File: config.mk
export PLATFORM = sky130hd
export DESIGN_NAME = ddc_ci_vcp_responder_flat
export DESIGN_NICKNAME = d
export VERILOG_FILES = /design/src/ddcv_pkg.sv /design/src/ddcv_if.sv /design/src/ddc_ci_vcp_responder.sv /design/src/ddcv_cfg.sv /design/src/ddcv_in_stage.sv /design/src/ddcv_engine.sv /design/src/flat_wrapper.sv
export SDC_FILE = /design/constraint.sdc
export NUM_CORES = 1
export LEC_CHECK = 0
export BUFFER_PORTS_ARGS = -buffer_cell sky130_fd_sc_hd__buf_2
export CORE_MARGIN = 1.5
export CORE_UTILIZATION = 47
export DETAILED_ROUTE_END_ITERATION = 10
export GPL_TIMING_DRIVEN = 0
export PLACE_DENSITY = 0.69
export SLEW_MARGIN = 15
export SYNTH_ARGS = -nofsm -noshare
export SYNTH_HDL_FRONTEND = slang
export SYNTH_SLANG_ARGS = --single-unit
export TNS_END_PERCENT = 1
File: constraint.sdc
create_clock -name clk -period 4.56 [get_ports clk]
set_input_delay 0.912 -clock clk [delete_from_list [all_inputs] [get_ports clk]]
set_output_delay 0.912 -clock clk [all_outputs]
set_load 0.05 [all_outputs]
File: src/ddcv_pkg.sv
// Shared types and constants for the DDC/CI VCP responder.
`default_nettype none

package ddcv_pkg;

    localparam logic [3:0] MODE_BEGIN_WRITE = 4'd0;
    localparam logic [3:0] MODE_BEGIN_READ  = 4'd1;
    localparam logic [3:0] MODE_WRITE_BYTE  = 4'd2;
    localparam logic [3:0] MODE_READ_BYTE   = 4'd3;
    localparam logic [3:0] MODE_ADVANCE     = 4'd4;
    localparam logic [3:0] MODE_END         = 4'd5;
    localparam logic [3:0] MODE_SET_BRIGHT  = 4'd6;
    localparam logic [3:0] MODE_TAKE_BRIGHT = 4'd7;
    localparam logic [3:0] MODE_TAKE_POWER  = 4'd8;

    localparam logic [2:0] CFG_BRIGHT_LIMIT = 3'd0;
    localparam logic [2:0] CFG_INIT_BRIGHT  = 3'd1;
    localparam logic [2:0] CFG_BRIGHT_CODE  = 3'd2;
    localparam logic [2:0] CFG_POWER_CODE   = 3'd3;
    localparam logic [2:0] CFG_POWER_ON     = 3'd4;
    localparam logic [2:0] CFG_POWER_OFF    = 3'd5;

    localparam logic [7:0] RST_BRIGHT_LIMIT = 8'd100;
    localparam logic [7:0] RST_INIT_BRIGHT  = 8'd50;
    localparam logic [7:0] RST_BRIGHT_CODE  = 8'h10;
    localparam logic [7:0] RST_POWER_CODE   = 8'hD6;
    localparam logic [7:0] RST_POWER_ON     = 8'd1;
    localparam logic [7:0] RST_POWER_OFF    = 8'd5;
    localparam logic [7:0] RST_BRIGHTNESS   =
        (RST_INIT_BRIGHT > RST_BRIGHT_LIMIT) ? RST_BRIGHT_LIMIT : RST_INIT_BRIGHT;

    localparam logic [7:0] HOST_ADDR   = 8'h51;
    localparam logic [7:0] RX_SEED     = 8'h6E;
    localparam logic [7:0] TX_SEED     = 8'h50;
    localparam logic [7:0] DISP_ADDR   = 8'h6E;
    localparam logic [7:0] LEN_VCP     = 8'h88;
    localparam logic [7:0] LEN_NULL    = 8'h80;
    localparam logic [7:0] OP_GET_RPL  = 8'h02;
    localparam logic [7:0] OP_GET      = 8'h01;
    localparam logic [7:0] OP_SET      = 8'h03;
    localparam logic [6:0] LEN_MASK    = 7'h7F;
    localparam logic [7:0] NULL_CHK    = TX_SEED ^ DISP_ADDR ^ LEN_NULL;
    localparam logic [7:0] VCP_CHK_FIX = TX_SEED ^ DISP_ADDR ^ LEN_VCP ^ OP_GET_RPL;

    localparam int         HDR_BYTES   = 6;
    localparam int         TX_W        = 4;
    localparam logic [TX_W-1:0] TX_LEN_NULL = TX_W'(3);
    localparam logic [TX_W-1:0] TX_LEN_VCP  = TX_W'(11);

    typedef struct packed {
        logic [7:0] bright_limit;
        logic [7:0] bright_code;
        logic [7:0] power_code;
        logic [7:0] power_on;
        logic [7:0] power_off;
    } cfg_t;

    typedef struct packed {
        logic       valid;
        logic [7:0] value;
    } load_t;

    typedef struct packed {
        logic       valid;
        logic [3:0] mode;
        logic [7:0] data;
    } stage_t;

    function automatic logic [7:0] reply_byte(
        input logic [TX_W-1:0] pos,
        input logic            vcp,
        input logic [7:0]      code,
        input logic [7:0]      maxv,
        input logic [7:0]      cur,
        input logic [7:0]      chk
    );
        logic [7:0] b;
        case (pos)
            TX_W'(0):  b = DISP_ADDR;
            TX_W'(1):  b = vcp ? LEN_VCP : LEN_NULL;
            TX_W'(2):  b = vcp ? OP_GET_RPL : chk;
            TX_W'(4):  b = code;
            TX_W'(7):  b = maxv;
            TX_W'(9):  b = cur;
            TX_W'(10): b = chk;
            default:   b = 8'h00;
        endcase
        return b;
    endfunction

endpackage

`default_nettype wire

File: src/ddcv_if.sv
// Channel interfaces: input events, results and register writes.
`default_nettype none

interface ddcv_item_if;
    logic       valid;
    logic       ready;
    logic [3:0] mode;
    logic [7:0] data;
    modport source (output valid, output mode, output data, input ready);
    modport sink (input valid, input mode, input data, output ready);
endinterface

interface ddcv_result_if;
    logic       valid;
    logic       ready;
    logic [7:0] read_data;
    logic       write_accepted;
    logic       update_taken;
    logic [7:0] brightness;
    logic [7:0] power_mode;
    logic       brightness_pending;
    logic       power_pending;
    modport source (output valid, output read_data, output write_accepted,
                    output update_taken, output brightness, output power_mode,
                    output brightness_pending, output power_pending, input ready);
    modport sink (input valid, input read_data, input write_accepted,
                  input update_taken, input brightness, input power_mode,
                  input brightness_pending, input power_pending, output ready);
endinterface

interface ddcv_cfg_if;
    logic       valid;
    logic       ready;
    logic [2:0] index;
    logic [7:0] data;
    modport source (output valid, output index, output data, input ready);
    modport sink (input valid, input index, input data, output ready);
endinterface

`default_nettype wire

File: src/ddc_ci_vcp_responder.sv
// Top level of the DDC/CI VCP responder (display side, byte-level events).
// Path: an accepted event passes the input register, then the result register.
// Throughput: one event per cycle while the result sink is ready; the single
// event-to-state path sets it.
// Reset: async active low; state registers take defaults, brightness 50, power 1.
`default_nettype none

module ddc_ci_vcp_responder
    import ddcv_pkg::*;
#(
    parameter int RX_DEPTH = 32
)
(
    input  wire logic     clk,
    input  wire logic     rst_n,
    ddcv_cfg_if.sink      cfg,
    ddcv_item_if.sink     item,
    ddcv_result_if.source result
);

    cfg_t   cfg_vals;
    load_t  bright_load;
    stage_t stage;
    logic   advance;

    ddcv_cfg u_cfg (
        .clk         (clk),
        .rst_n       (rst_n),
        .cfg         (cfg),
        .cfg_vals    (cfg_vals),
        .bright_load (bright_load)
    );

    ddcv_in_stage u_in_stage (
        .clk     (clk),
        .rst_n   (rst_n),
        .item    (item),
        .advance (advance),
        .stage   (stage)
    );

    ddcv_engine #(
        .RX_DEPTH (RX_DEPTH)
    ) u_engine (
        .clk         (clk),
        .rst_n       (rst_n),
        .stage       (stage),
        .advance     (advance),
        .cfg_vals    (cfg_vals),
        .bright_load (bright_load),
        .result      (result)
    );

    a_take_clears_one: assert property (@(posedge clk) disable iff (!rst_n)
        result.valid && result.update_taken
        |-> !(result.brightness_pending && result.power_pending))
        else $error("take transaction left both updates pending");

    a_write_or_take: assert property (@(posedge clk) disable iff (!rst_n)
        result.valid |-> !(result.write_accepted && result.update_taken))
        else $error("write and take reported together");

    a_accept_lands: assert property (@(posedge clk) disable iff (!rst_n)
        item.valid && item.ready |=> stage.valid)
        else $error("accepted transaction missing from input register");

endmodule

`default_nettype wire

File: src/ddcv_cfg.sv
// Configuration register file.
`default_nettype none

module ddcv_cfg
    import ddcv_pkg::*;
(
    input  wire logic    clk,
    input  wire logic    rst_n,
    ddcv_cfg_if.sink     cfg,
    output cfg_t         cfg_vals,
    output load_t        bright_load
);

    logic [7:0] bright_limit_reg;
    logic [7:0] bright_code_reg;
    logic [7:0] power_code_reg;
    logic [7:0] power_on_reg;
    logic [7:0] power_off_reg;
    logic       wr;

    assign cfg.ready = 1'b1;
    assign wr = cfg.valid & cfg.ready;

    always_ff @(posedge clk or negedge rst_n)
    begin
        if (!rst_n)
        begin
            bright_limit_reg <= RST_BRIGHT_LIMIT;
            bright_code_reg  <= RST_BRIGHT_CODE;
            power_code_reg   <= RST_POWER_CODE;
            power_on_reg     <= RST_POWER_ON;
            power_off_reg    <= RST_POWER_OFF;
        end
        else if (wr)
        begin
            case (cfg.index)
                CFG_BRIGHT_LIMIT: bright_limit_reg <= cfg.data;
                CFG_INIT_BRIGHT:  ;
                CFG_BRIGHT_CODE:  bright_code_reg  <= cfg.data;
                CFG_POWER_CODE:   power_code_reg   <= cfg.data;
                CFG_POWER_ON:     power_on_reg     <= cfg.data;
                CFG_POWER_OFF:    power_off_reg    <= cfg.data;
                default:          ;
            endcase
        end
    end

    // initial brightness only reloads the live level (clamped downstream)
    assign bright_load.valid = wr && (cfg.index == CFG_INIT_BRIGHT);
    assign bright_load.value = cfg.data;

    assign cfg_vals.bright_limit = bright_limit_reg;
    assign cfg_vals.bright_code  = bright_code_reg;
    assign cfg_vals.power_code   = power_code_reg;
    assign cfg_vals.power_on     = power_on_reg;
    assign cfg_vals.power_off    = power_off_reg;

endmodule

`default_nettype wire

File: src/ddcv_in_stage.sv
// Input register stage for bus and local events.
`default_nettype none

module ddcv_in_stage
    import ddcv_pkg::*;
(
    input  wire logic    clk,
    input  wire logic    rst_n,
    ddcv_item_if.sink    item,
    input  wire logic    advance,
    output stage_t       stage
);

    logic       valid_reg;
    logic [3:0] mode_reg;
    logic [7:0] data_reg;
    logic       load;

    assign item.ready = !valid_reg || advance;
    assign load = item.valid && item.ready;

    always_ff @(posedge clk or negedge rst_n)
    begin
        if (!rst_n)
        begin
            valid_reg <= 1'b0;
        end
        else if (item.ready)
        begin
            valid_reg <= item.valid;
        end
    end

    always_ff @(posedge clk)
    begin
        if (load)
        begin
            mode_reg <= item.mode;
            data_reg <= item.data;
        end
    end

    assign stage.valid = valid_reg;
    assign stage.mode  = mode_reg;
    assign stage.data  = data_reg;

endmodule

`default_nettype wire

File: src/ddcv_engine.sv
// Protocol state, packet check, reply build and result register.
`default_nettype none

module ddcv_engine
    import ddcv_pkg::*;
#(
    parameter int RX_DEPTH = 32
)
(
    input  wire logic    clk,
    input  wire logic    rst_n,
    input  wire stage_t  stage,
    output logic         advance,
    input  wire cfg_t    cfg_vals,
    input  wire load_t   bright_load,
    ddcv_result_if.source result
);

    localparam int CW = $clog2(RX_DEPTH + 1);

    logic [7:0]      hdr_reg [HDR_BYTES];
    logic [CW-1:0]   rx_count_reg, rx_count_next;
    logic [7:0]      rx_xor_reg, rx_xor_next;
    logic [TX_W-1:0] tx_count_reg, tx_count_next;
    logic [TX_W-1:0] tx_pos_reg, tx_pos_next;
    logic            reply_ready_reg, reply_ready_next;
    logic            reading_reg, reading_next;
    logic            vcp_reg, vcp_next;
    logic [7:0]      rcode_reg, rcode_next;
    logic [7:0]      rmax_reg, rmax_next;
    logic [7:0]      rcur_reg, rcur_next;
    logic [7:0]      rchk_reg, rchk_next;
    logic [7:0]      bright_reg, bright_next;
    logic            bflag_reg, bflag_next;
    logic [7:0]      power_reg, power_next;
    logic            pflag_reg, pflag_next;

    logic            out_valid_reg;
    logic [7:0]      read_data_reg;
    logic            accepted_reg;
    logic            taken_reg;

    logic            fire;
    logic            hdr_wr;
    logic            accepted, taken;
    logic [7:0]      len_field;
    logic            pkt_ok, is_get, is_set;
    logic            code_b, code_p;
    logic [7:0]      set_bright;
    logic            power_in_range;
    logic [7:0]      rd_next;

    assign advance = !out_valid_reg || result.ready;
    assign fire    = stage.valid && advance;

    assign len_field = {1'b0, hdr_reg[1][6:0] & LEN_MASK} + 8'd3;
    assign pkt_ok = (rx_count_reg >= CW'(4)) && (hdr_reg[0] == HOST_ADDR)
                 && hdr_reg[1][7] && (8'(rx_count_reg) == len_field)
                 && (rx_xor_reg == RX_SEED);
    assign is_get = pkt_ok && (hdr_reg[2] == OP_GET) && (rx_count_reg == CW'(5));
    assign is_set = pkt_ok && (hdr_reg[2] == OP_SET) && (rx_count_reg == CW'(7));
    assign code_b = (hdr_reg[3] == cfg_vals.bright_code);
    assign code_p = (hdr_reg[3] == cfg_vals.power_code);
    assign set_bright = ((hdr_reg[4] != 8'h00) || (hdr_reg[5] > cfg_vals.bright_limit))
                      ? cfg_vals.bright_limit : hdr_reg[5];
    assign power_in_range = (hdr_reg[5] >= cfg_vals.power_on)
                         && (hdr_reg[5] <= cfg_vals.power_off);

    assign hdr_wr = fire && (stage.mode == MODE_WRITE_BYTE)
                 && (rx_count_reg < CW'(HDR_BYTES));

    always_comb
    begin
        rx_count_next    = rx_count_reg;
        rx_xor_next      = rx_xor_reg;
        tx_count_next    = tx_count_reg;
        tx_pos_next      = tx_pos_reg;
        reply_ready_next = reply_ready_reg;
        reading_next     = reading_reg;
        vcp_next         = vcp_reg;
        rcode_next       = rcode_reg;
        rmax_next        = rmax_reg;
        rcur_next        = rcur_reg;
        rchk_next        = rchk_reg;
        bright_next      = bright_reg;
        bflag_next       = bflag_reg;
        power_next       = power_reg;
        pflag_next       = pflag_reg;
        accepted         = 1'b0;
        taken            = 1'b0;

        if (fire)
        begin
            case (stage.mode)
                MODE_BEGIN_WRITE:
                begin
                    reading_next  = 1'b0;
                    rx_count_next = '0;
                    rx_xor_next   = 8'h00;
                end
                MODE_BEGIN_READ:
                begin
                    reading_next = 1'b1;
                    if (!reply_ready_reg)
                    begin
                        vcp_next         = 1'b0;
                        rchk_next        = NULL_CHK;
                        tx_count_next    = TX_LEN_NULL;
                        reply_ready_next = 1'b1;
                    end
                    tx_pos_next = '0;
                end
                MODE_WRITE_BYTE:
                begin
                    if (rx_count_reg < CW'(RX_DEPTH))
                    begin
                        rx_count_next = rx_count_reg + CW'(1);
                        rx_xor_next   = rx_xor_reg ^ stage.data;
                        accepted      = 1'b1;
                    end
                end
                MODE_ADVANCE:
                begin
                    if (tx_pos_reg < tx_count_reg)
                    begin
                        tx_pos_next = tx_pos_reg + TX_W'(1);
                    end
                end
                MODE_END:
                begin
                    if (reading_reg)
                    begin
                        reply_ready_next = 1'b0;
                        tx_pos_next      = '0;
                    end
                    else if (rx_count_reg != '0)
                    begin
                        tx_pos_next      = '0;
                        reply_ready_next = 1'b1;
                        if (is_get && (code_b || code_p))
                        begin
                            vcp_next      = 1'b1;
                            rcode_next    = hdr_reg[3];
                            rmax_next     = code_b ? cfg_vals.bright_limit
                                                   : cfg_vals.power_off;
                            rcur_next     = code_b ? bright_reg : power_reg;
                            rchk_next     = VCP_CHK_FIX ^ hdr_reg[3] ^ rmax_next
                                          ^ rcur_next;
                            tx_count_next = TX_LEN_VCP;
                        end
                        else
                        begin
                            vcp_next      = 1'b0;
                            rchk_next     = NULL_CHK;
                            tx_count_next = TX_LEN_NULL;
                        end
                        if (is_set && code_b)
                        begin
                            bright_next = set_bright;
                            bflag_next  = 1'b1;
                        end
                        else if (is_set && code_p && power_in_range)
                        begin
                            power_next = hdr_reg[5];
                            pflag_next = 1'b1;
                        end
                    end
                end
                MODE_SET_BRIGHT:
                begin
                    bright_next = (stage.data > cfg_vals.bright_limit)
                                ? cfg_vals.bright_limit : stage.data;
                end
                MODE_TAKE_BRIGHT:
                begin
                    if (bflag_reg)
                    begin
                        bflag_next = 1'b0;
                        taken      = 1'b1;
                    end
                end
                MODE_TAKE_POWER:
                begin
                    if (pflag_reg)
                    begin
                        pflag_next = 1'b0;
                        taken      = 1'b1;
                    end
                end
                default:
                begin
                end
            endcase
        end

        if (bright_load.valid)
        begin
            bright_next = (bright_load.value > cfg_vals.bright_limit)
                        ? cfg_vals.bright_limit : bright_load.value;
        end
    end

    assign rd_next = (tx_pos_next < tx_count_next)
                   ? reply_byte(tx_pos_next, vcp_next, rcode_next, rmax_next,
                                rcur_next, rchk_next)
                   : 8'h00;

    always_ff @(posedge clk or negedge rst_n)
    begin
        if (!rst_n)
        begin
            rx_count_reg    <= '0;
            rx_xor_reg      <= 8'h00;
            tx_count_reg    <= '0;
            tx_pos_reg      <= '0;
            reply_ready_reg <= 1'b0;
            reading_reg     <= 1'b0;
            bright_reg      <= RST_BRIGHTNESS;
            bflag_reg       <= 1'b0;
            power_reg       <= RST_POWER_ON;
            pflag_reg       <= 1'b0;
            out_valid_reg   <= 1'b0;
        end
        else
        begin
            rx_count_reg    <= rx_count_next;
            rx_xor_reg      <= rx_xor_next;
            tx_count_reg    <= tx_count_next;
            tx_pos_reg      <= tx_pos_next;
            reply_ready_reg <= reply_ready_next;
            reading_reg     <= reading_next;
            bright_reg      <= bright_next;
            bflag_reg       <= bflag_next;
            power_reg       <= power_next;
            pflag_reg       <= pflag_next;
            out_valid_reg   <= fire || (out_valid_reg && !result.ready);
        end
    end

    always_ff @(posedge clk)
    begin
        vcp_reg   <= vcp_next;
        rcode_reg <= rcode_next;
        rmax_reg  <= rmax_next;
        rcur_reg  <= rcur_next;
        rchk_reg  <= rchk_next;
        if (hdr_wr)
        begin
            hdr_reg[rx_count_reg[2:0]] <= stage.data;
        end
        if (fire)
        begin
            read_data_reg <= rd_next;
            accepted_reg  <= accepted;
            taken_reg     <= taken;
        end
    end

    assign result.valid              = out_valid_reg;
    assign result.read_data          = read_data_reg;
    assign result.write_accepted     = accepted_reg;
    assign result.update_taken       = taken_reg;
    assign result.brightness         = bright_reg;
    assign result.power_mode         = power_reg;
    assign result.brightness_pending = bflag_reg;
    assign result.power_pending      = pflag_reg;

endmodule

`default_nettype wire

File: src/flat_wrapper.sv
// flat-port wrapper written by rule: the top's interface ports become plain ports
module ddc_ci_vcp_responder_flat import ddcv_pkg::*;
#(
    parameter int RX_DEPTH = 32
)
  (clk, rst_n, cfg_valid, cfg_index, cfg_data, cfg_ready, item_valid, item_mode, item_data, item_ready, result_valid, result_read_data, result_write_accepted, result_update_taken, result_brightness, result_power_mode, result_brightness_pending, result_power_pending, result_ready);
  ddcv_cfg_if cfg_i ();
  ddcv_item_if item_i ();
  ddcv_result_if result_i ();
  input  wire logic clk;
  input  wire logic rst_n;
  input wire logic [$bits(cfg_i.valid)-1:0] cfg_valid;
  input wire logic [$bits(cfg_i.index)-1:0] cfg_index;
  input wire logic [$bits(cfg_i.data)-1:0] cfg_data;
  output wire logic [$bits(cfg_i.ready)-1:0] cfg_ready;
  input wire logic [$bits(item_i.valid)-1:0] item_valid;
  input wire logic [$bits(item_i.mode)-1:0] item_mode;
  input wire logic [$bits(item_i.data)-1:0] item_data;
  output wire logic [$bits(item_i.ready)-1:0] item_ready;
  output wire logic [$bits(result_i.valid)-1:0] result_valid;
  output wire logic [$bits(result_i.read_data)-1:0] result_read_data;
  output wire logic [$bits(result_i.write_accepted)-1:0] result_write_accepted;
  output wire logic [$bits(result_i.update_taken)-1:0] result_update_taken;
  output wire logic [$bits(result_i.brightness)-1:0] result_brightness;
  output wire logic [$bits(result_i.power_mode)-1:0] result_power_mode;
  output wire logic [$bits(result_i.brightness_pending)-1:0] result_brightness_pending;
  output wire logic [$bits(result_i.power_pending)-1:0] result_power_pending;
  input wire logic [$bits(result_i.ready)-1:0] result_ready;
  assign cfg_i.valid = cfg_valid;
  assign cfg_i.index = cfg_index;
  assign cfg_i.data = cfg_data;
  assign cfg_ready = cfg_i.ready;
  assign item_i.valid = item_valid;
  assign item_i.mode = item_mode;
  assign item_i.data = item_data;
  assign item_ready = item_i.ready;
  assign result_valid = result_i.valid;
  assign result_read_data = result_i.read_data;
  assign result_write_accepted = result_i.write_accepted;
  assign result_update_taken = result_i.update_taken;
  assign result_brightness = result_i.brightness;
  assign result_power_mode = result_i.power_mode;
  assign result_brightness_pending = result_i.brightness_pending;
  assign result_power_pending = result_i.power_pending;
  assign result_i.ready = result_ready;
  ddc_ci_vcp_responder #(.RX_DEPTH(RX_DEPTH)) u_core (.clk(clk), .rst_n(rst_n), .cfg(cfg_i), .item(item_i), .result(result_i));
endmodule
==> results.yml, run 1 <==
placement:
  place.gp.congestion: 0.8691
  io_buffers: 57
  hpwl_um: 17570
  place_inst: 1207
  place_area_mm2: 0.01043
  dp_slack_ns: 0.2758
worst_setup_path:
  crit_top_cell: "buf_6"
  r2r-end: "u_core.u_engine.result.read_data[0]"
  crit_cells: 14
  path_max_fanout: 10
  reg2reg_depth: 14
  endpoint_kind: "flip-flop"
  critPathSlowestCell: "a31oi_1"
  crit_start: "u_core.u_engine.rx_count_reg[0]"
  cp_num_buf_inv: 5
  crit_type: "reg2reg"
  path_delay_family: "compound AO/OA/AOI/OAI gates"
  critical-path-max-stage-delay_ns: 0.52
  endpoint: "u_core.u_engine.result.read_data[0]"
  start_kind: "flip-flop"
  arrival_ns: 4.22
  crit-reg2reg-launch: "u_core.u_engine.rx_count_reg[0]"
  cp.required_ns: 4.82
  r2r_slack_ns: 0.60
  crit_chain: "clkbuf_1 -> inv_1 -> ha_1 -> a31oi_1 -> o2111ai_1 -> nor3b_2 -> buf_6 -> buf_6 -> buf_6 -> a21oi_1 -> ha_1 -> a211oi_1 -> nand2_1 -> a31oi_1"
sta:
  maxSlewHeadroom: 0.2811
  finalClockSkew_ns: 0.01105
  finalCritPeriodShare: 0.8685
  hold_viol_final: 0
  final_max_slew_viol_count: 0
  setup_violations: 0
  fmax_ghz: 0.2525
  rsz0062_at_grt: "false"
  finalWorstSetupSlack_ns: 0.5997
  fin_crit_ns: 3.960
  tightestPinTransition_ns: 1.070
floorplan:
  start_util: 0.4814
  dieArea_mm2: 0.02166
  ioPinCount: 59
  die_width_um: 147.2
  fp.dieH_um: 147.2
  core-area_mm2: 0.02030
  rows: 52
clock_network:
  cts_buffers: 17
  clock_latency_ns: 0.44
  htreeDepth: 4
  cts_hold_buf: 0
  cts_sinks: 187
  cts.clk_slew.worst_paths_ns: 0.07
  root_buffer: "clkbuf_16"
  cts_tree: "built"
  post_cts.repair.setup_buffers: 0
  cts_buffer_depth: 2
  cts-resized-gates: 0
cells_and_area:
  layout_commonest_cell: "edfxtp_1"
  diodes: 0
  design_area_mm2: 0.01102
  nets: 1035
  layout-drive-gt1-share: 0.1889
  nFillCells: 1812
  area_growth_pct: 12.82
  seqCellArea_mm2: 0.004885
  final_cell_mix: "edfxtp_1 (70), dfrtp_1 (68), nand2_1 (64)"
  multi_input_area_mm2: 0.004582
  fin_cells: 1239
  fin_util: 0.5431
  largest_reg_flops: 48
routing:
  drc: 0
  drt_iter0_markers: 551
  routedWlPerCell_um: 19.18
  postRouteAntennaNets: 0
  first_pass_iters: 5
  wl_um: 23760
  vias: 7021
  drt-vias-per-instance: 5.667
grt:
  gr-total-overflow: 0
  grt_pass1_vias: 6719
  grt_max_degree: 56
  grt_usage: 0.2270
  antenna_found_initial: 0
  grt_pass1_wl_um: 37210
synthesis:
  synth_top_cell_by_area: "edfxtp_1"
  ys_async_sr_fraction: 0.4492
  ys_seq_elements: 187
  synth_area_leaders: "edfxtp_1 (22%), dfrtp_1 (17%), dfxtp_1 (6.8%)"
  netlist_instances: 879
  syn_nets: 958
  yosysSeqAreaShare: 0.4999
  ys_types: 83
  synth-edff-count: 70
  ys.warnings.count: 0
  synth_top_area_share: 0.2151
  synthFlopType: "edfxtp_1"
  avgSynthCellArea_um2: 11.12
  syn_area_mm2: 0.009772
power_and_ir_drop:
  power.leakage_nw: 4.388
  max-vdd-ir-drop_v: 0.0003254
  p_total_mw: 4.804
  p_per_area_mw_per_mm2: 435.7
worst_hold_path:
  hold_path.class: "in2async"
run:
  drv_cap: 0
outcome:
  status: "finished clean"
==> power by group <==
group          internal, mW  switching [mW]  leakage (nW)
Sequential             1.98           0.201          1.94
Combinational         0.466           0.706          2.17
Clock                 0.731           0.720         0.279
Total                  3.18            1.63          4.39
==> metal layers <==
metal / GRT usage / up-vias / wire length (um)
li1: - / 3387 / -
met1: 0.3165 / 3405 / 10940
met2: 0.3603 / 192 / 11060
met3: 0.04410 / 37 / 1240
met4: 0.06550 / 0 / 523
met5: 0 / - / 0
==> final cells by class <==
class | count | area share
clock buffer | 17 | 0.03859
sequential | 187 | 0.4431
multi-input combinational | 618 | 0.4156
clock inverter | 15 | 0.01407
timing repair buffer | 58 | 0.02860
tap | 270 | 0.03064
inverter | 46 | 0.01566
buffer | 28 | 0.01373
==> worst min path at each step <==
stage	start	to	slack, ns	cells after the start
after global routing	rst_n	u_core.u_cfg.power_on_reg[3]	0.42	1
after detailed placement	u_core.u_engine.rcode_reg[3]	u_core.u_engine.rcode_reg[3]	0.45	1
final	rst_n	u_core.u_cfg.power_on_reg[3]	0.40	1
after CTS	rst_n	u_core.u_cfg.power_on_reg[3]	0.41	1
after floorplan	u_core.u_engine.rcode_reg[3]	u_core.u_engine.rcode_reg[3]	0.42	1
after global placement	u_core.u_engine.rcode_reg[3]	u_core.u_engine.rcode_reg[3]	0.44	1
==> cell usage after synthesis (7+ instances only) <==
master,number
nand2b_1,7
o21a_1,19
o21ai_0,35
nand2_1,64
clkbuf_1,14
and3_1,8
a21o_1,11
ha_1,51
a21oi_1,42
mux2_1,8
nor4_1,11
xnor2_1,40
inv_1,45
mux2_2,40
dfstp_2,16
nand3_1,17
xor2_1,17
nor2_1,61
edfxtp_1,70
nand4_1,12
mux2i_1,25
and2_1,7
nor2b_1,14
dfrtp_1,68
nor3_1,14
a31oi_1,8
dfxtp_1,33
==> per-stage QoR <==
stage | setup TNS [ns] | hold WS (ns)
2_1_floorplan | 0 | 0.4249
6_report | 0 | 0.4023
4_1_cts | 0 | 0.4106
5_1_grt | 0 | 0.4171
3_5_place_dp | 0 | 0.4501
3_3_place_gp | -0.3254 | 0.4394
==> cells by family after synthesis <==
family                     count (synthesis)  share of synthesized area
AOI/OAI and AO/OA                        184                     0.1343
xor gates and xnor gates                  57                    0.05109
adders and majority gates                 51                    0.06530
buffers and inverters                     74                    0.03316
DFF                                      187                     0.4999
muxes                                     73                    0.08092
other                                      1                  0.0003838
and+or+nand+nor                          252                     0.1350
(Power assumes the default switching activity.)
==> run 2, diff against run 1 <==
- GPL_TIMING_DRIVEN: 0 -> unset
- RECOVER_POWER: unset -> 25
- SKIP_CTS_REPAIR_TIMING: unset -> 1
==> run 2 against run 1 <==
Compared with the run above:
- the flow now finishes with violations (max-capacitance violations, max-slew violations)
- die area stayed put
- combinational power hardly changed
- sequential share of layout area is 0.12 points lower
- wire length is 0.52% lower
- hold slack better by 0.056 ns
- via count is 0.14% lower
- first-iteration DRC count is 2.2% higher
- worst setup slack better by 0.15 ns
- clock skew hardly changed
- clock-buffer cell count stayed put
- non-clock buffer count is 8 lower
- clock power is 6% higher
- critical path type unchanged
- largest cell class unchanged
==> results.yml, run 2 (synthesized netlist as in run 1, its figures left out) <==
power_and_ir_drop:
  power.leakage_nw: 4.434
  pwr-share-clk: 0.314
  p_int_mw: 3.211
  max-vdd-ir-drop_v: 0.0002705
  switching_share: 0.3445
  sequentialPowerShare: 0.448
  p_sw_mw: 1.687
  p_per_area_mw_per_mm2: 443.0
  combPwrFrac: 0.238
grt:
  antenna_found_initial: 0
  grt_pass1_wl_um: 37010
  grt_pass1_vias: 6735
  grt_usage: 0.2251
  grt_max_degree: 68
  gr-total-overflow: 0
sta:
  setup_tns_ns: 0
  hold_viol_final: 0
  final_max_slew_viol_count: 68
  finalCritPeriodShare: 0.8363
  finalWorstSetupSlack_ns: 0.7465
  tightestPinTransition_ns: 1.847
  finalClockSkew_ns: 0.01074
  rsz0062_at_grt: "false"
  fmax_ghz: 0.2622
  setup_violations: 0
  fin_crit_ns: 3.814
  maxSlewHeadroom: -0.2315
routing:
  vias: 7011
  routedWlPerCell_um: 19.20
  drt-vias-per-instance: 5.695
  postRouteAntennaNets: 0
  drc: 0
  wl_um: 23640
  drt_iter0_markers: 563
  first_pass_iters: 5
floorplan:
  core-area_mm2: 0.02030
  ioPinCount: 59
  rows: 52
  die_width_um: 147.2
  fp.dieH_um: 147.2
  start_util: 0.4814
  dieArea_mm2: 0.02166
cells_and_area:
  layout_commonest_cell: "edfxtp_1"
  diodes: 0
  final_cell_mix: "edfxtp_1 (70), dfrtp_1 (68), nand2_1 (64)"
  seqCellArea_mm2: 0.004885
  multi_input_area_mm2: 0.004583
  layout-drive-gt1-share: 0.1946
  nFillCells: 1807
  largest_reg_flops: 48
  nets: 1027
  area_growth_pct: 13.12
clock_network:
  cts_buffers: 17
  cts_tree: "built"
  cts_sinks: 187
  cts_buffer_depth: 2
  clock_latency_ns: 0.45
  htreeDepth: 4
  root_buffer: "clkbuf_16"
  cts.clk_slew.worst_paths_ns: 0.08
worst_setup_path:
  crit-reg2reg-launch: "u_core.u_engine.rx_count_reg[2]"
  crit_start: "u_core.u_engine.rx_count_reg[2]"
  endpoint_kind: "flip-flop"
  r2r_slack_ns: 0.75
  reg2reg_depth: 11
  start_kind: "flip-flop"
  crit_type: "reg2reg"
  path_max_fanout: 46
  cp.required_ns: 4.83
  r2r-end: "u_core.u_engine.result.read_data[7]"
  arrival_ns: 4.09
placement:
  dp_slack_ns: 0.8116
  io_buffers: 57
  place.gp.congestion: 0.8583
  hpwl_um: 17240
worst_hold_path:
  hold_start: "u_core.u_engine.rcode_reg[3]"
  whs_endpoint: "u_core.u_engine.rcode_reg[3]"
  holdPathStages: 1
  hold_path.class: "reg2reg"
outcome:
  violations: "max-capacitance violations, max-slew violations"
  status: "finished with violations"
run:
  drv_cap: 1
## run 2: power groups by stage
stage | registers (mW) | logic, mW | clock network [mW]
floorplan | 2.32 | 0.725 | 0
CTS | 2.19 | 1.17 | 1.56
detailed placement | 2.23 | 1.16 | 0
global placement | 2.22 | 1.14 | 0
global route | 2.21 | 1.29 | 1.63
finish | 2.19 | 1.17 | 1.54
## run 2: final cells by class
cell class,instances,area share
Timing Repair Buffer,78,0.03905
Inverter,46,0.01562
Tap cell,270,0.03056
Clock buffer,17,0.03848
Sequential cell,187,0.4419
Clock inverter,15,0.01981
Multi-Input combinational cell,618,0.4146
## run 2: how the worst max path moves through the flow
stage	slack (ns)	end	cells after the start
floorplan	1.05	u_core.u_engine.hdr_reg[0][0]	7
global placement	0.87	u_core.u_engine.result.read_data[7]	11
detailed placement	0.81	u_core.u_engine.result.read_data[7]	11
CTS	0.77	u_core.u_engine.result.read_data[7]	11
global route	0.47	u_core.u_engine.result.read_data[7]	11
finish	0.75	u_core.u_engine.result.read_data[7]	11
## run 2: critical path, stage by stage (launching register included)
cell and delay (ns):
dfrtp_1 0.62, nor2_1 0.13, or4b_1 0.54, or3_1 0.40, a2111oi_4 0.29, nor3b_4 0.23
buf_4 0.42, a21oi_1 0.12, ha_1 0.23, a211oi_1 0.18, nand2_1 0.23, a41oi_1 0.23
## run 2: per-layer routing
metal | part of all wire | up-vias | GRT usage
li1 | - | 3368 | -
met1 | 0.46 | 3427 | 0.3142
met2 | 0.47 | 187 | 0.3554
met3 | 0.054 | 29 | 0.04503
met4 | 0.020 | 0 | 0.06650
met5 | 0 | - | 0
## run 2: metrics by stage
stage          cell area [um2]  hold slack, ns  power, mW  instances    util
2_1_floorplan             9772          0.4249      3.044        879       -
3_3_place_gp             10420          0.4339      3.356       1199  0.5135
3_5_place_dp             10420          0.4423      3.384       1199  0.5135
4_1_cts                  11070          0.4598      4.922       1231  0.5452
5_1_grt                  11050          0.4887      5.134       1231  0.5446
6_report                 11050          0.4582      4.898       1231  0.5446
==> run 3, diff against run 2 <==
- PLACE_DENSITY: 0.69 -> 0.72
- clock period: 4.56 -> 3.4 ns (I/O delays scaled with it)
==> run 3 against run 2 <==
Compared with the run above:
- the run still ends with max-capacitance violations, max-slew violations left
- via count is 2.7% higher
- maximum frequency is 14% higher
- wire length is 3.9% higher
- critical path type unchanged
- critical endpoint is now u_core.u_engine.result.read_data[6]
==> results.yml, run 3 (synthesized netlist as in run 1, its figures left out) <==
power_and_ir_drop:
  p_total_mw: 6.531
  p_per_area_mw_per_mm2: 577.2
  power.leakage_nw: 4.583
  max-vdd-ir-drop_v: 0.0003772
floorplan:
  rows: 52
  die_width_um: 147.2
  fp.dieH_um: 147.2
  ioPinCount: 59
  start_util: 0.4814
  core-area_mm2: 0.02030
  dieArea_mm2: 0.02166
clock_network:
  cts_tree: "built"
  root_buffer: "clkbuf_16"
  cts_buffers: 17
  cts_sinks: 187
  cts_buffer_depth: 2
  htreeDepth: 4
  clock_latency_ns: 0.44
  cts.clk_slew.worst_paths_ns: 0.07
worst_hold_path:
  whs_endpoint: "u_core.u_in_stage.data_reg[1]"
  holdPathStages: 1
  hold_start: "item_data[1]"
  hold_path.class: "in2reg"
worst_setup_path:
  r2r_slack_ns: 0.06
  path_max_fanout: 5
  crit_type: "reg2reg"
  critPathSlowestCell: "or4b_4"
  start_kind: "flip-flop"
  crit_top_cell: "buf_4"
  crit-reg2reg-launch: "u_core.u_engine.rx_xor_reg[4]"
  arrival_ns: 3.51
  endpoint_kind: "flip-flop"
  cp.required_ns: 3.57
  r2r-end: "u_core.u_engine.result.read_data[6]"
  critical-path-max-stage-delay_ns: 0.50
  reg2reg_depth: 11
  crit_chain: "nand4b_1 -> or4b_4 -> or3_4 -> a2111oi_4 -> nor3b_4 -> buf_4 -> o21ba_2 -> nor3b_2 -> buf_4 -> a222oi_1 -> a21oi_1"
placement:
  place_inst: 1223
  hpwl_um: 18220
  place_area_mm2: 0.01063
  place.gp.congestion: 0.8914
  io_buffers: 57
cells_and_area:
  final_cell_mix: "edfxtp_1 (70), dfrtp_1 (68), nand2_1 (63)"
  nets: 1055
  design_area_mm2: 0.01132
  fin_util: 0.5574
  diodes: 0
  layout-drive-gt1-share: 0.2285
  area_growth_pct: 15.80
  fin_cells: 1259
  layout_commonest_cell: "edfxtp_1"
  nFillCells: 1764
  largest_reg_flops: 48
run:
  drv_cap: 1
grt:
  gr-total-overflow: 0
  grt_usage: 0.2320
  grt_pass1_wl_um: 38470
  grt_max_degree: 85
  antenna_found_initial: 0
  grt_pass1_vias: 7117
sta:
  fin_crit_ns: 3.337
  hold_viol_final: 0
  final_max_slew_viol_count: 85
  fmax_ghz: 0.2996
  tightestPinTransition_ns: 2.164
  setup_tns_ns: 0
  setup_violations: 0
  finalClockSkew_ns: 0.01132
  finalCritPeriodShare: 0.9816
  maxSlewHeadroom: -0.4424
  rsz0062_at_grt: "true"
routing:
  routedWlPerCell_um: 19.51
  vias: 7202
  drc: 0
  first_pass_iters: 6
  postRouteAntennaNets: 0
  wl_um: 24560
  drt_iter0_markers: 613
  drt-vias-per-instance: 5.720
outcome:
  violations: "max-capacitance violations, max-slew violations"
  status: "finished with violations"
## run 3: cell types whose count changed in the layout (fill, tap and decap cells not counted), moves of 2 or more
cell,delta
buf_4,+27
clkinv_8,-7
inv_6,+5
clkbuf_1,-3
clkinvlp_4,+2
inv_12,-2
nor4b_1,-2
nor4b_4,+2
## run 3: area by class of cell
class / instances / area [um2] / share of cell area
Clock buffer: 17 / 425.4 / 0.03759
Clock inverter: 15 / 158.9 / 0.01404
Inverter: 46 / 172.7 / 0.01526
Multi-Input combinational cell: 618 / 4649 / 0.4109
Sequential cell: 187 / 4885 / 0.4317
Tap cell: 270 / 337.8 / 0.02985
Timing Repair Buffer: 106 / 686.9 / 0.06070
## run 3: per-layer routing
metal,vias up,routed length (um),track usage
met5,-,0,0
met4,0,695,0.09500
met3,41,1143,0.03385
met2,194,11920,0.3864
met1,3554,10800,0.3042
li1,3413,-,-
## run 3: worst max-delay path by stage
| stage | from | end | slack [ns] |
|---|---|---|---|
| floorplan | u_core.u_engine.result.valid | u_core.u_engine.hdr_reg[0][0] | 0.06 |
| global placement | u_core.u_engine.rx_xor_reg[4] | u_core.u_engine.result.read_data[3] | 0.13 |
| detailed placement | u_core.u_engine.rx_count_reg[5] | u_core.u_engine.result.read_data[3] | 0.08 |
| CTS | u_core.u_engine.rx_count_reg[5] | u_core.u_engine.result.read_data[6] | 0.06 |
| global route | u_core.u_engine.hdr_reg[1][0] | u_core.u_engine.result.read_data[6] | -0.07 |
| finish | u_core.u_engine.rx_xor_reg[4] | u_core.u_engine.result.read_data[6] | 0.06 |
## run 3: critical path: cells and delay by family, from the launching register on
kind	cells	cell delay, ns
AO/OA/AOI/OAI	4	0.84
flip-flops	1	0.39
buffers and inverters	2	0.34
AND/OR/NAND/NOR	5	1.50
## run 3: power breakdown
| group | internal [mW] | switching [mW] |
|---|---|---|
| clock network | 1.04 | 0.920 |
| logic | 0.660 | 0.991 |
| registers | 2.66 | 0.268 |
| total | 4.35 | 2.18 |
## run 3: through the flow
| stage | setup WS [ns] | hold slack (ns) |
|---|---|---|
| after global routing | -0.06688 | 0.3972 |
| after floorplan | 0.05636 | 0.3844 |
| after CTS | 0.06212 | 0.2873 |
| after detailed placement | 0.07982 | 0.4495 |
| final | 0.06267 | 0.4152 |
| after global placement | 0.1329 | 0.4341 |
